<file path="src/sv/ang_pkg.sv">
package ang_pkg;

    localparam int CHANNELS  = 2;
    localparam int CH_ADDR_W = (CHANNELS > 1) ? $clog2(CHANNELS) : 1;
    localparam int CFG_IDX_W = 2;

    localparam int MUL_A_W = 28;
    localparam int MUL_B_W = 18;
    localparam int PROD_W  = MUL_A_W + MUL_B_W;

    localparam logic [CFG_IDX_W-1:0] CFG_THRESHOLD = CFG_IDX_W'(0);
    localparam logic [CFG_IDX_W-1:0] CFG_ATTACK    = CFG_IDX_W'(1);
    localparam logic [CFG_IDX_W-1:0] CFG_RELEASE   = CFG_IDX_W'(2);
    localparam logic [CFG_IDX_W-1:0] CFG_HOLD      = CFG_IDX_W'(3);

    localparam logic [15:0] THRESHOLD_RESET = 16'd328;
    localparam logic [15:0] ATTACK_RESET    = 16'd6554;
    localparam logic [15:0] RELEASE_RESET   = 16'd655;
    localparam logic [15:0] HOLD_RESET      = 16'd4800;

    localparam logic [16:0] UNITY         = 17'd32768;
    localparam logic [16:0] GAIN_CLOSED   = 17'd1638;
    localparam logic [16:0] GAIN_FLOOR    = 17'd655;
    localparam logic [16:0] IMPULSE_LEVEL = 17'd8231;

    localparam logic signed [MUL_B_W-1:0] NOISE_COEFF = MUL_B_W'(655);
    localparam logic signed [MUL_B_W-1:0] TENTH_Q15   = MUL_B_W'(3277);
    localparam logic signed [MUL_B_W-1:0] DIV5_RECIP  = MUL_B_W'(104858);
    localparam int                        DIV5_SHIFT  = 19;

    localparam logic signed [PROD_W-1:0] RND15 = PROD_W'(1) <<< 14;
    localparam logic signed [PROD_W-1:0] RND16 = PROD_W'(1) <<< 15;
    localparam logic signed [PROD_W-1:0] RND30 = PROD_W'(1) <<< 29;

    typedef struct packed {
        logic               channel;
        logic signed [15:0] sample_in;
    } sample_word_t;

    typedef struct packed {
        logic signed [15:0] sample_out;
        logic               gate_open;
    } result_word_t;

    typedef struct packed {
        logic [15:0] level_envelope;
        logic [15:0] noise_level;
        logic [15:0] hold_left;
        logic        open_flag;
        logic [15:0] gate_gain;
    } chan_state_t;

    localparam int STATE_W = $bits(chan_state_t);

    localparam chan_state_t STATE_RESET = '{
        level_envelope: 16'd0,
        noise_level:    16'd0,
        hold_left:      16'd0,
        open_flag:      1'b0,
        gate_gain:      16'd32768
    };

    typedef struct packed {
        logic signed [MUL_A_W-1:0] a;
        logic signed [MUL_B_W-1:0] b;
    } mul_req_t;

endpackage

</file>
<file path="src/sv/adaptive_noise_gate.sv">
// Channel  | Signals                                 | Word
// ---------+-----------------------------------------+-------------------------------
// sample   | sample_valid, sample_ready, sample_word | channel, sample_in
// result   | result_valid, result_ready, result_word | sample_out, gate_open
// cfg      | cfg_valid, cfg_ready, cfg_index, cfg_data | register index, 16-bit value
//
// One sample word passes through LOAD, ENV, NMUL, NOISE, THR1, THR2, DECIDE, GMUL,
// GAIN, OMUL and DONE before its result is loaded into the output register; no new
// word is taken while one is in progress, only once the block is back in IDLE. The
// registered state memory read and seven multiplies through the one shared registered multiplier set the pace.
// A finished result waits in the output register, so the next sample is taken
// while the previous result is still stalled; a second finished result holds
// until the output register frees. Reset needs no clearing pass: per-channel
// valid bits make unwritten channels read as their reset state.
module adaptive_noise_gate (
    input  logic                              clk,
    input  logic                              rst_n,
    input  logic                              sample_valid,
    output logic                              sample_ready,
    input  ang_pkg::sample_word_t             sample_word,
    output logic                              result_valid,
    input  logic                              result_ready,
    output ang_pkg::result_word_t             result_word,
    input  logic                              cfg_valid,
    output logic                              cfg_ready,
    input  logic [ang_pkg::CFG_IDX_W-1:0]     cfg_index,
    input  logic [15:0]                       cfg_data
);

    localparam logic [3:0] S_IDLE   = 4'd0;
    localparam logic [3:0] S_LOAD   = 4'd1;
    localparam logic [3:0] S_ENV    = 4'd2;
    localparam logic [3:0] S_NMUL   = 4'd3;
    localparam logic [3:0] S_NOISE  = 4'd4;
    localparam logic [3:0] S_THR1   = 4'd5;
    localparam logic [3:0] S_THR2   = 4'd6;
    localparam logic [3:0] S_DECIDE = 4'd7;
    localparam logic [3:0] S_GMUL   = 4'd8;
    localparam logic [3:0] S_GAIN   = 4'd9;
    localparam logic [3:0] S_OMUL   = 4'd10;
    localparam logic [3:0] S_DONE   = 4'd11;

    logic [3:0] state_reg, state_next;

    logic [15:0] threshold_reg, threshold_next;
    logic [15:0] attack_reg, attack_next;
    logic [15:0] release_reg, release_next;
    logic [15:0] hold_cfg_reg, hold_cfg_next;

    logic [ang_pkg::CHANNELS-1:0] valid_reg, valid_next;
    logic                         out_valid_reg, out_valid_next;

    ang_pkg::result_word_t             out_word_reg, out_word_next;
    logic [ang_pkg::CH_ADDR_W-1:0]     addr_reg, addr_next;
    logic                              chan_ok_reg, chan_ok_next;
    logic signed [15:0]                x_reg, x_next;
    logic [16:0]                       env_reg, env_next;
    logic [16:0]                       noise_reg, noise_next;
    logic [15:0]                       hold_reg, hold_next;
    logic                              open_reg, open_next;
    logic [16:0]                       gain_reg, gain_next;
    logic [15:0]                       smooth_reg, smooth_next;

    ang_pkg::mul_req_t                 mul_req;
    logic signed [ang_pkg::PROD_W-1:0] prod;

    logic                              ram_we;
    logic                              ram_re;
    logic [ang_pkg::STATE_W-1:0]       ram_rdata;
    ang_pkg::chan_state_t              wr_state;
    ang_pkg::chan_state_t              cur_state;

    logic signed [16:0] x_ext;
    logic [16:0]        ax;
    logic signed [19:0] rnd15;
    logic signed [19:0] rnd16;
    logic signed [19:0] rnd30;
    logic signed [19:0] acc;
    logic signed [17:0] diff;
    logic [16:0]        rel_plus;
    logic [17:0]        thr;
    logic               impulse;
    logic signed [15:0] y;

    ang_ram #(
        .WIDTH (ang_pkg::STATE_W),
        .DEPTH (ang_pkg::CHANNELS)
    ) u_state_ram (
        .clk   (clk),
        .we    (ram_we),
        .waddr (addr_reg),
        .wdata (wr_state),
        .re    (ram_re),
        .raddr (ang_pkg::CH_ADDR_W'(sample_word.channel)),
        .rdata (ram_rdata)
    );

    ang_mul u_mul (
        .clk  (clk),
        .req  (mul_req),
        .prod (prod)
    );

    assign sample_ready = (state_reg == S_IDLE);
    assign cfg_ready    = 1'b1;
    assign result_valid = out_valid_reg;
    assign result_word  = out_word_reg;

    always_comb
    begin
        cur_state = valid_reg[addr_reg] ? ang_pkg::chan_state_t'(ram_rdata)
                                        : ang_pkg::STATE_RESET;
        wr_state = '{
            level_envelope: env_reg[15:0],
            noise_level:    noise_reg[15:0],
            hold_left:      hold_reg,
            open_flag:      open_reg,
            gate_gain:      gain_reg[15:0]
        };
        x_ext    = 17'(x_reg);
        ax       = x_reg[15] ? 17'(-x_ext) : 17'(x_ext);
        rnd15    = 20'((prod + ang_pkg::RND15) >>> 15);
        rnd16    = 20'((prod + ang_pkg::RND16) >>> 16);
        rnd30    = 20'((prod + ang_pkg::RND30) >>> 30);
        rel_plus = 17'(release_reg) + 17'd2;
        thr      = 18'(threshold_reg) + 18'(rnd30[16:0]);
        impulse  = (env_reg > ang_pkg::IMPULSE_LEVEL)
                && (21'(env_reg) > {thr[17:0], 3'b000})
                && (21'(env_reg) > ((21'(noise_reg) << 3) + (21'(noise_reg) << 1)));
        if (rnd15 > 20'sd32767)
        begin
            y = 16'sh7FFF;
        end
        else if (rnd15 < -20'sd32768)
        begin
            y = -16'sh8000;
        end
        else
        begin
            y = 16'(rnd15);
        end
    end

    always_comb
    begin
        state_next     = state_reg;
        threshold_next = threshold_reg;
        attack_next    = attack_reg;
        release_next   = release_reg;
        hold_cfg_next  = hold_cfg_reg;
        valid_next     = valid_reg;
        out_valid_next = out_valid_reg;
        out_word_next  = out_word_reg;
        addr_next      = addr_reg;
        chan_ok_next   = chan_ok_reg;
        x_next         = x_reg;
        env_next       = env_reg;
        noise_next     = noise_reg;
        hold_next      = hold_reg;
        open_next      = open_reg;
        gain_next      = gain_reg;
        smooth_next    = smooth_reg;
        mul_req        = '0;
        ram_we         = 1'b0;
        ram_re         = 1'b0;
        diff           = '0;
        acc            = '0;

        if (cfg_valid)
        begin
            case (cfg_index)
                ang_pkg::CFG_THRESHOLD: threshold_next = cfg_data;
                ang_pkg::CFG_ATTACK:    attack_next    = cfg_data;
                ang_pkg::CFG_RELEASE:   release_next   = cfg_data;
                ang_pkg::CFG_HOLD:      hold_cfg_next  = cfg_data;
                default: ;
            endcase
        end

        if (out_valid_reg && result_ready)
        begin
            out_valid_next = 1'b0;
        end

        case (state_reg)
            S_IDLE:
            begin
                if (sample_valid)
                begin
                    x_next       = sample_word.sample_in;
                    addr_next    = ang_pkg::CH_ADDR_W'(sample_word.channel);
                    chan_ok_next = (32'(sample_word.channel) < ang_pkg::CHANNELS);
                    if (32'(sample_word.channel) < ang_pkg::CHANNELS)
                    begin
                        ram_re     = 1'b1;
                        state_next = S_LOAD;
                    end
                    else
                    begin
                        state_next = S_DONE;
                    end
                end
            end
            S_LOAD:
            begin
                env_next   = {1'b0, cur_state.level_envelope};
                noise_next = {1'b0, cur_state.noise_level};
                hold_next  = cur_state.hold_left;
                open_next  = cur_state.open_flag;
                gain_next  = {1'b0, cur_state.gate_gain};
                diff       = $signed({1'b0, ax}) - $signed({2'b00, cur_state.level_envelope});
                mul_req.a  = ang_pkg::MUL_A_W'(diff);
                mul_req.b  = (ax > {1'b0, cur_state.level_envelope})
                           ? $signed({2'b00, attack_reg}) : $signed({2'b00, release_reg});
                state_next = S_ENV;
            end
            S_ENV:
            begin
                acc = $signed({3'b000, env_reg}) + rnd16;
                if (acc < 20'sd0)
                begin
                    env_next = 17'd0;
                end
                else if (acc > 20'sd32768)
                begin
                    env_next = ang_pkg::UNITY;
                end
                else
                begin
                    env_next = 17'(acc);
                end
                mul_req.a  = $signed(ang_pkg::MUL_A_W'(rel_plus));
                mul_req.b  = ang_pkg::DIV5_RECIP;
                state_next = S_NMUL;
            end
            S_NMUL:
            begin
                smooth_next = 16'(prod >>> ang_pkg::DIV5_SHIFT);
                diff        = $signed({1'b0, env_reg}) - $signed({1'b0, noise_reg});
                mul_req.a   = ang_pkg::MUL_A_W'(diff);
                mul_req.b   = ang_pkg::NOISE_COEFF;
                state_next  = S_NOISE;
            end
            S_NOISE:
            begin
                acc = $signed({3'b000, noise_reg}) + rnd16;
                if (acc < 20'sd0)
                begin
                    noise_next = 17'd0;
                end
                else if (acc > 20'sd32768)
                begin
                    noise_next = ang_pkg::UNITY;
                end
                else
                begin
                    noise_next = 17'(acc);
                end
                state_next = S_THR1;
            end
            S_THR1:
            begin
                mul_req.a  = $signed(ang_pkg::MUL_A_W'(noise_reg));
                mul_req.b  = ang_pkg::TENTH_Q15;
                state_next = S_THR2;
            end
            S_THR2:
            begin
                mul_req.a  = $signed({1'b0, prod[ang_pkg::MUL_A_W-2:0]});
                mul_req.b  = $signed({2'b00, threshold_reg});
                state_next = S_DECIDE;
            end
            S_DECIDE:
            begin
                if (impulse)
                begin
                    open_next = 1'b0;
                    hold_next = 16'd0;
                    gain_next = ang_pkg::GAIN_CLOSED;
                end
                else if (18'(env_reg) > thr)
                begin
                    open_next = 1'b1;
                    hold_next = hold_cfg_reg;
                end
                else if (hold_reg != 16'd0)
                begin
                    hold_next = hold_reg - 16'd1;
                    if (hold_reg == 16'd1)
                    begin
                        open_next = 1'b0;
                    end
                end
                else
                begin
                    open_next = 1'b0;
                end
                state_next = S_GMUL;
            end
            S_GMUL:
            begin
                if (open_reg)
                begin
                    diff      = $signed({1'b0, ang_pkg::UNITY}) - $signed({1'b0, gain_reg});
                    mul_req.b = $signed({2'b00, attack_reg});
                end
                else
                begin
                    diff      = $signed({1'b0, ang_pkg::GAIN_CLOSED}) - $signed({1'b0, gain_reg});
                    mul_req.b = $signed({2'b00, smooth_reg});
                end
                mul_req.a  = ang_pkg::MUL_A_W'(diff);
                state_next = S_GAIN;
            end
            S_GAIN:
            begin
                acc = $signed({3'b000, gain_reg}) + rnd16;
                if (acc < $signed({3'b000, ang_pkg::GAIN_FLOOR}))
                begin
                    gain_next = ang_pkg::GAIN_FLOOR;
                end
                else if (acc > $signed({3'b000, ang_pkg::UNITY}))
                begin
                    gain_next = ang_pkg::UNITY;
                end
                else
                begin
                    gain_next = 17'(acc);
                end
                state_next = S_OMUL;
            end
            S_OMUL:
            begin
                mul_req.a  = ang_pkg::MUL_A_W'(x_reg);
                mul_req.b  = $signed({1'b0, gain_reg});
                state_next = S_DONE;
            end
            S_DONE:
            begin
                // hold the output product while the word waits
                mul_req.a = ang_pkg::MUL_A_W'(x_reg);
                mul_req.b = $signed({1'b0, gain_reg});
                ram_we = chan_ok_reg;
                if (chan_ok_reg)
                begin
                    valid_next[addr_reg] = 1'b1;
                end
                if (!out_valid_reg || result_ready)
                begin
                    out_valid_next = 1'b1;
                    if (chan_ok_reg)
                    begin
                        out_word_next.sample_out = y;
                        out_word_next.gate_open  = open_reg;
                    end
                    else
                    begin
                        out_word_next.sample_out = 16'sd0;
                        out_word_next.gate_open  = 1'b0;
                    end
                    state_next = S_IDLE;
                end
            end
            default:
            begin
                state_next = S_IDLE;
            end
        endcase
    end

    always_ff @(posedge clk or negedge rst_n)
    begin
        if (!rst_n)
        begin
            state_reg     <= S_IDLE;
            threshold_reg <= ang_pkg::THRESHOLD_RESET;
            attack_reg    <= ang_pkg::ATTACK_RESET;
            release_reg   <= ang_pkg::RELEASE_RESET;
            hold_cfg_reg  <= ang_pkg::HOLD_RESET;
            valid_reg     <= '0;
            out_valid_reg <= 1'b0;
        end
        else
        begin
            state_reg     <= state_next;
            threshold_reg <= threshold_next;
            attack_reg    <= attack_next;
            release_reg   <= release_next;
            hold_cfg_reg  <= hold_cfg_next;
            valid_reg     <= valid_next;
            out_valid_reg <= out_valid_next;
        end
    end

    always_ff @(posedge clk)
    begin
        out_word_reg <= out_word_next;
        addr_reg     <= addr_next;
        chan_ok_reg  <= chan_ok_next;
        x_reg        <= x_next;
        env_reg      <= env_next;
        noise_reg    <= noise_next;
        hold_reg     <= hold_next;
        open_reg     <= open_next;
        gain_reg     <= gain_next;
        smooth_reg   <= smooth_next;
    end

endmodule

</file>
<file path="src/sv/ang_ram.sv">
module ang_ram #(
    parameter int WIDTH = 8,
    parameter int DEPTH = 2
) (
    input  logic                                       clk,
    input  logic                                       we,
    input  logic [((DEPTH > 1) ? $clog2(DEPTH) : 1)-1:0] waddr,
    input  logic [WIDTH-1:0]                           wdata,
    input  logic                                       re,
    input  logic [((DEPTH > 1) ? $clog2(DEPTH) : 1)-1:0] raddr,
    output logic [WIDTH-1:0]                           rdata
);

    logic [WIDTH-1:0] mem [DEPTH];
    logic [WIDTH-1:0] rdata_reg;

    always_ff @(posedge clk)
    begin
        if (we)
        begin
            mem[waddr] <= wdata;
        end
        if (re)
        begin
            rdata_reg <= mem[raddr];
        end
    end

    assign rdata = rdata_reg;

endmodule

</file>
<file path="src/sv/ang_mul.sv">
module ang_mul (
    input  logic                                  clk,
    input  ang_pkg::mul_req_t                     req,
    output logic signed [ang_pkg::PROD_W-1:0]     prod
);

    logic signed [ang_pkg::PROD_W-1:0] prod_reg;
    logic signed [ang_pkg::PROD_W-1:0] prod_next;

    always_comb
    begin
        prod_next = req.a * req.b;
    end

    always_ff @(posedge clk)
    begin
        prod_reg <= prod_next;
    end

    assign prod = prod_reg;

endmodule

</file>
<file path="config.mk">
export PLATFORM = sky130hd
export DESIGN_NAME = adaptive_noise_gate
export DESIGN_NICKNAME = d
export VERILOG_FILES = /design/src/sv/ang_pkg.sv /design/src/sv/adaptive_noise_gate.sv /design/src/sv/ang_ram.sv /design/src/sv/ang_mul.sv
export SDC_FILE = /design/constraint.sdc
export NUM_CORES = 2
export LEC_CHECK = 0
export ABC_AREA = 1
export BUFFER_PORTS_ARGS = -buffer_cell sky130_fd_sc_hd__buf_2
export CORE_UTILIZATION = 30
export DETAILED_ROUTE_END_ITERATION = 10
export MAX_ROUTING_LAYER = met4
export PLACE_DENSITY_LB_ADDON = 0.2
export SYNTH_ARGS = -nofsm -noshare
export SYNTH_HDL_FRONTEND = slang
export SYNTH_SLANG_ARGS = --single-unit
</file>
<file path="constraint.sdc">
create_clock -name clk -period 9.3 [get_ports clk]
set_input_delay 0.93 -clock clk [delete_from_list [all_inputs] [get_ports clk]]
set_output_delay 0.93 -clock clk [all_outputs]
set_load 0.005 [all_outputs]
</file>
# After elaboration in Yosys (flattened, before gate mapping)
# Memories as Yosys holds them, arrays and structs flattened. A register that Yosys moved wholly into a read port is not among the register bits.
# Cells that the tools add are included.
# op_classes
mul	1
bitwise	1
muxes	41
magnitude_cmp	15
eq_ne	20
n_addsub	15
n_reduce_logical	24
# ops
cell	count
46-bit case mux with 7 select lines	1
17-bit 2-to-1 mux	8
16-bit 2-to-1 mux	6
17-bit case mux with 2 select lines	2
65-bit 2-to-1 mux	1
18-bit by 20-bit adder with 20-bit output	3
20-bit by 17-bit greater-than comparator with 1-bit output, second input constant	3
17-bit case mux with 3 select lines	1
4-bit case mux with 12 select lines	1
46-bit by 31-bit adder with 46-bit output, second input constant	1
28-bit by 18-bit multiplier with 46-bit output	1
17-bit by 21-bit greater-than comparator with 1-bit output	2
20-bit by 1-bit < comparator with 1-bit output, second input constant	2
36-bit by 17-bit adder with 36-bit output, second input constant	1
35-bit by 16-bit adder with 35-bit output, second input constant	1
16-bit case mux with 2 select lines	1
20-bit by 18-bit adder with 21-bit output	1
20-bit by 16-bit greater-than comparator with 1-bit output, second input constant	1
20-bit by 11-bit < comparator with 1-bit output, second input constant	1
20-bit by 16-bit < comparator with 1-bit output, second input constant	1
2-bit AND reduction	10
16-bit by 17-bit adder with 18-bit output	1
17-bit by 18-bit greater-than comparator with 1-bit output	1
18-bit 2-to-1 mux	1
other kinds (35)	65
# totals
ram_bits	130
output_inout_bits	20
word_cells	137
input_bits	40
n_memories	1
ff_bits	235
# mem_list
name	depth	word_bits	rd	rd_ports_with_merged_regs	wr	line	text
u_state_ram.mem	2	65	1	1	1	ang_ram.sv:14	logic [WIDTH-1:0] mem [DEPTH];

# Depth between registers and ports, before layout
# depth
ltp_word	7
ltp_mapped	50
ltp_nobuf	49

# Cells and area by module
# Synthesis repeated with hierarchy kept, for this count alone.
# hier_totals
hier_cells	5948
hier_area_um2	46422.0
# modules_own_cells
mod	seq_area_each_um2	cells_per_inst	area_each_um2	instances
ang_mul	920.9	2709	20269.4	1
adaptive_noise_gate	5345.1	2830	19436.1	1
ang_ram	5855.6	409	6716.4	1

# Worst setup path before layout
# OpenSTA, ideal clock, no wires.
# synth_timing
path_kind	register -> register
from	register x_reg[0]
to	register u_mul.prod_reg, in the netlist u_mul.prod[43]
n_path_buf	1
t_arrival_ns	8.268
required_ns	9.228
stages_incl_launch_ff	42
setup_slack_ns	0.961
path_cell_list	edfxtp_1 inv_1 ha_1 nand2_1 inv_1 nand2_1 o31ai_1 nand2_1 xor2_1 ha_1 nand2_1 nor3_1 inv_1 o21bai_4 a21boi_2 o21ai_4 buf_4 nand3b_1 (+6 left out) fa_1 inv_1 fa_1 fa_1 fa_1 inv_1 fa_1 inv_1 ha_1 nand2_1 nor2_1 nand2_1 nor4_1 nand3_1 o2111ai_1 nand2_1 nand2_1 xor2_1
# synth_between
elab_chain_cells	6
elab_cells_between_ends	7
cone_classes	add/sub: 2; mul: 1; order compare: 1; mux: 3
# synth_lines
item	line	text
start, declared	adaptive_noise_gate.sv:56	logic signed [15:0] x_reg, x_next;
start signal, assigned	adaptive_noise_gate.sv:400	x_reg <= x_next;
16-bit negator with 17-bit output	adaptive_noise_gate.sv:121	ax = x_reg[15] ? 17'(-x_ext) : 17'(x_ext);
17-bit 2-to-1 mux	adaptive_noise_gate.sv:121	
17-bit by 16-bit greater-than comparator with 1-bit output	adaptive_noise_gate.sv:213	mul_req.b = (ax > {1'b0, cur_state.level_envelope})
16-bit 2-to-1 mux	adaptive_noise_gate.sv:214	? $signed({2'b00, attack_reg}) : $signed({2'b00, release_reg});
46-bit case mux with 7 select lines *	adaptive_noise_gate.sv:185	case (state_reg)
28-bit by 18-bit multiplier with 46-bit output *	ang_mul.sv:12	prod_next = req.a * req.b;
named net u_mul.prod_next (one bit)	ang_mul.sv:8	logic signed [ang_pkg::PROD_W-1:0] prod_next;
end signal, assigned	ang_mul.sv:17	prod_reg <= prod_next;
end, declared	ang_mul.sv:7	logic signed [ang_pkg::PROD_W-1:0] prod_reg;
# The timed path passes the listed nets; every way through them passes the cells marked *.
# A chain may end at the register's enable or synchronous reset.

# Final worst setup path
# layout_timing
from	register x_reg[1]
to	register u_mul.prod_reg, in the netlist u_mul.prod[43]
# The elaborated chain is that of the path after synthesis.

==> flow_summary.yaml <==
logic_synthesis:
  syn_area_um2: 44200
  synthXorXnorAreaFrac_pct: 3.31
  synth-adder-area-share_pct: 29.4
  synth_warnings: 0
  yosys-mux-area-fraction_pct: 1.66
  ys_types: 79
  synth_top_family_by_area: "adder cells"
  avgSynthCellArea_um2: 8.36
  synth_compound_area_share_pct: 7.87
  seq_area_frac_synth_pct: 27.4
  ys.flop_type: "edfxtp_1"
  synth-seq-cells: 430
  synth-edff-count: 313
  synthArstFlopShare_pct: 16.5
  synthesis.instances: 5286
  synth-simple-area-share_pct: 20.0
place:
  io_buffers: 58
  place_inst: 7292
  post-place-ws_ns: -0.0295
  dpl.hpwl_um: 132000
  routabilityCongestion: 0.996
critical_path:
  slowest_delay_ns: 0.58
  worstPathMaxFanout: 6
  reg2reg_slack_ns: 0.34
  r2r_cells: 41
  worstSetupPathType: "reg -> reg"
  cp-end-kind: "register"
  cp_data_arrival_time_ns: 9.47
  worstPathRequired_ns: 9.81
  cp-startpoint: "x_reg[1]"
  rr_endpoint: "u_mul.prod[43]"
  r2r-start: "x_reg[1]"
  start_kind: "register"
  slowest_stage: "fa_1"
  timing.critical_path.to: "u_mul.prod[43]"
layout:
  finalNetCount: 6260
  area_growth_pct: 13.3
  final_cells: 7422
  largest_reg_flops: 130
  drive_gt1_share_pct: 10.6
  final_util_pct: 34.3
timing:
  tns_ns: 0
  fin_ws_ns: 0.340
  hold_viol: 0
  max_slew.worst_pin.slew_ns: 1.11
  slew_violations: 0
  setup_violations: 0
  relSlewSlack_pct: 25.9
  fmax_mhz: 112
  finalClockSkew_ns: 0.0674
  min_period_ns: 8.96
  period_share_pct: 96.3
clock_tree:
  clkLatencyLatePin_ns: 0.66
  numCtsBuffers: 50
  clock_path_buffers: 3
  cts_root_buf: "clkbuf_16"
  clkSlewWorstSetupHoldPaths_ns: 0.06
  clkSinkCount: 430
  cts_tree: "yes"
  hold_buffers: 0
  htreeDepth: 2
global_route:
  grt_pass1_vias: 36304
  grt_pass1_wl_um: 241000
  overflow: 0
  grt_use_total_pct: 22.6
  grt_max_degree: 72
  antenna_found_initial: 3
routing:
  drcViolationCount: 0
  antenna_left: 0
  drt-wirelength-per-cell_um: 22.4
  num_vias: 36198
  drt_pass1_iterations: 5
  wl_um: 166000
  drt_iter0_drc: 2905
  viasPerCell: 4.88
floorplan:
  die-area_um2: 149000
  start_util_pct: 30.3
  fp.dieW_um: 386
  rows: 140
  core_um2: 146000
  ios: 60
  die_h_um: 386
run_status:
  status: "complete, no violations"
hold_path:
  hold_path_class: "in -> async"
run:
  max_cap_viol_count: 0
## layout by cell type, fill, tap and decap left out, types with 9 or more instances in the layout
cell	instances
nand2_1	1170
inv_1	1018
fa_1	465
nor2_1	430
edfxtp_1	313
ha_1	283
nand3_1	242
a21oi_1	227
o21ai_0	187
buf_4	176
xor2_1	98
nand4_1	73
mux2_2	65
xnor2_1	59
clkbuf_16	59
buf_2	56
dfrtp_1	51
dfxtp_1	46
nor3_1	40
o21ai_1	37
nor2_2	24
nand3b_1	24
dfstp_2	20
nand2_2	17
o21bai_1	16
a21o_1	16
a211oi_1	15
a221oi_1	14
nor2_4	14
or2_2	13
a31oi_1	13
clkinv_1	11
clkbuf_1	11
buf_12	11
inv_2	10
o211ai_1	9
a21oi_2	9
## critical path, delay by kind of cell (launching register included)
kind	cells	cell delay [ns]
compound gates	8	1.26
xor+xnor	2	0.31
fa+ha+maj	8	3.87
buf+inv	11	1.34
flops	1	0.43
simple gates	12	1.65
## logic make-up (layout without fill, tap and decap cells)
logic type,Yosys count,in the layout
buffers and inverters,1168,1383
AOI/OAI and AO/OA,606,606
muxes,65,65
DFF,430,430
and+or+nand+nor,2092,2093
other,2,5
xor gates and xnor gates,166,166
adders and majority gates,757,757
## area by class of cell
type | count | area (um2)
fill | 15361 | 95900
multi-input combinational | 3691 | 28000
sequential | 430 | 12100
inverter | 1035 | 3900
tap | 1917 | 2400
timing repair buffer | 255 | 2070
clock buffer | 64 | 1350
clock inverter | 29 | 272
antenna | 1 | 2.50
## layer usage
metal,track usage [%],vias up,wire (um)
li1,-,17094,-
met1,30.3,17989,76100
met2,36.0,907,76200
met3,2.09,208,7570
met4,7.23,0,6220
met5,-,-,0
## how the worst min path moves through the flow
stage                       endpoint  slack, ns
detailed placement      valid_reg[0]       0.45
global route                x_reg[3]       0.45
global placement        valid_reg[0]       0.45
CTS                     valid_reg[0]       0.42
floorplan              smooth_reg[0]       0.40
finish              hold_cfg_reg[13]       0.42
## synthesized netlist by cell type, types with 17 or more instances
| cell type | number | area share (%) |
|---|---|---|
| clkbuf_1 | 48 | 0.41 |
| ha_1 | 288 | 8.2 |
| a21oi_1 | 236 | 2.7 |
| nand3b_1 | 24 | 0.41 |
| dfstp_2 | 20 | 1.2 |
| a31oi_1 | 17 | 0.24 |
| o21ai_1 | 35 | 0.40 |
| buf_2 | 58 | 0.66 |
| nor2_1 | 445 | 3.8 |
| nand3_1 | 246 | 2.8 |
| o21bai_1 | 17 | 0.29 |
| fa_1 | 469 | 21 |
| nor3_1 | 44 | 0.50 |
| xor2_1 | 105 | 2.1 |
| dfxtp_1 | 46 | 2.1 |
| dfrtp_1 | 51 | 2.9 |
| o21ai_0 | 191 | 2.2 |
| nand4_1 | 73 | 1.0 |
| nand2_1 | 1180 | 10 |
| xnor2_1 | 60 | 1.2 |
| edfxtp_1 | 313 | 21 |
| buf_4 | 20 | 0.34 |
| mux2_2 | 65 | 1.7 |
| inv_1 | 1022 | 8.7 |
## stage by stage
step | hold slack (ns) | instance area [um2]
after floorplan | 0.403 | 44200
after global placement | 0.453 | 47600
after detailed placement | 0.449 | 47600
after CTS | 0.423 | 49200
after global routing | 0.450 | 50100
final | 0.420 | 50100
## repair_timing
action | 4_1_cts | 5_1_grt
buffers inserted | 0 | 27
cloned | 0 | 9
gates resized for setup | 2 | 85
pin swaps | 0 | 24
endpoints found under the setup margin | 3 | 29
Power is left out: the tool's default activity adds up to more than one toggle a clock period on the data nets, which glitch-free logic cannot reach.
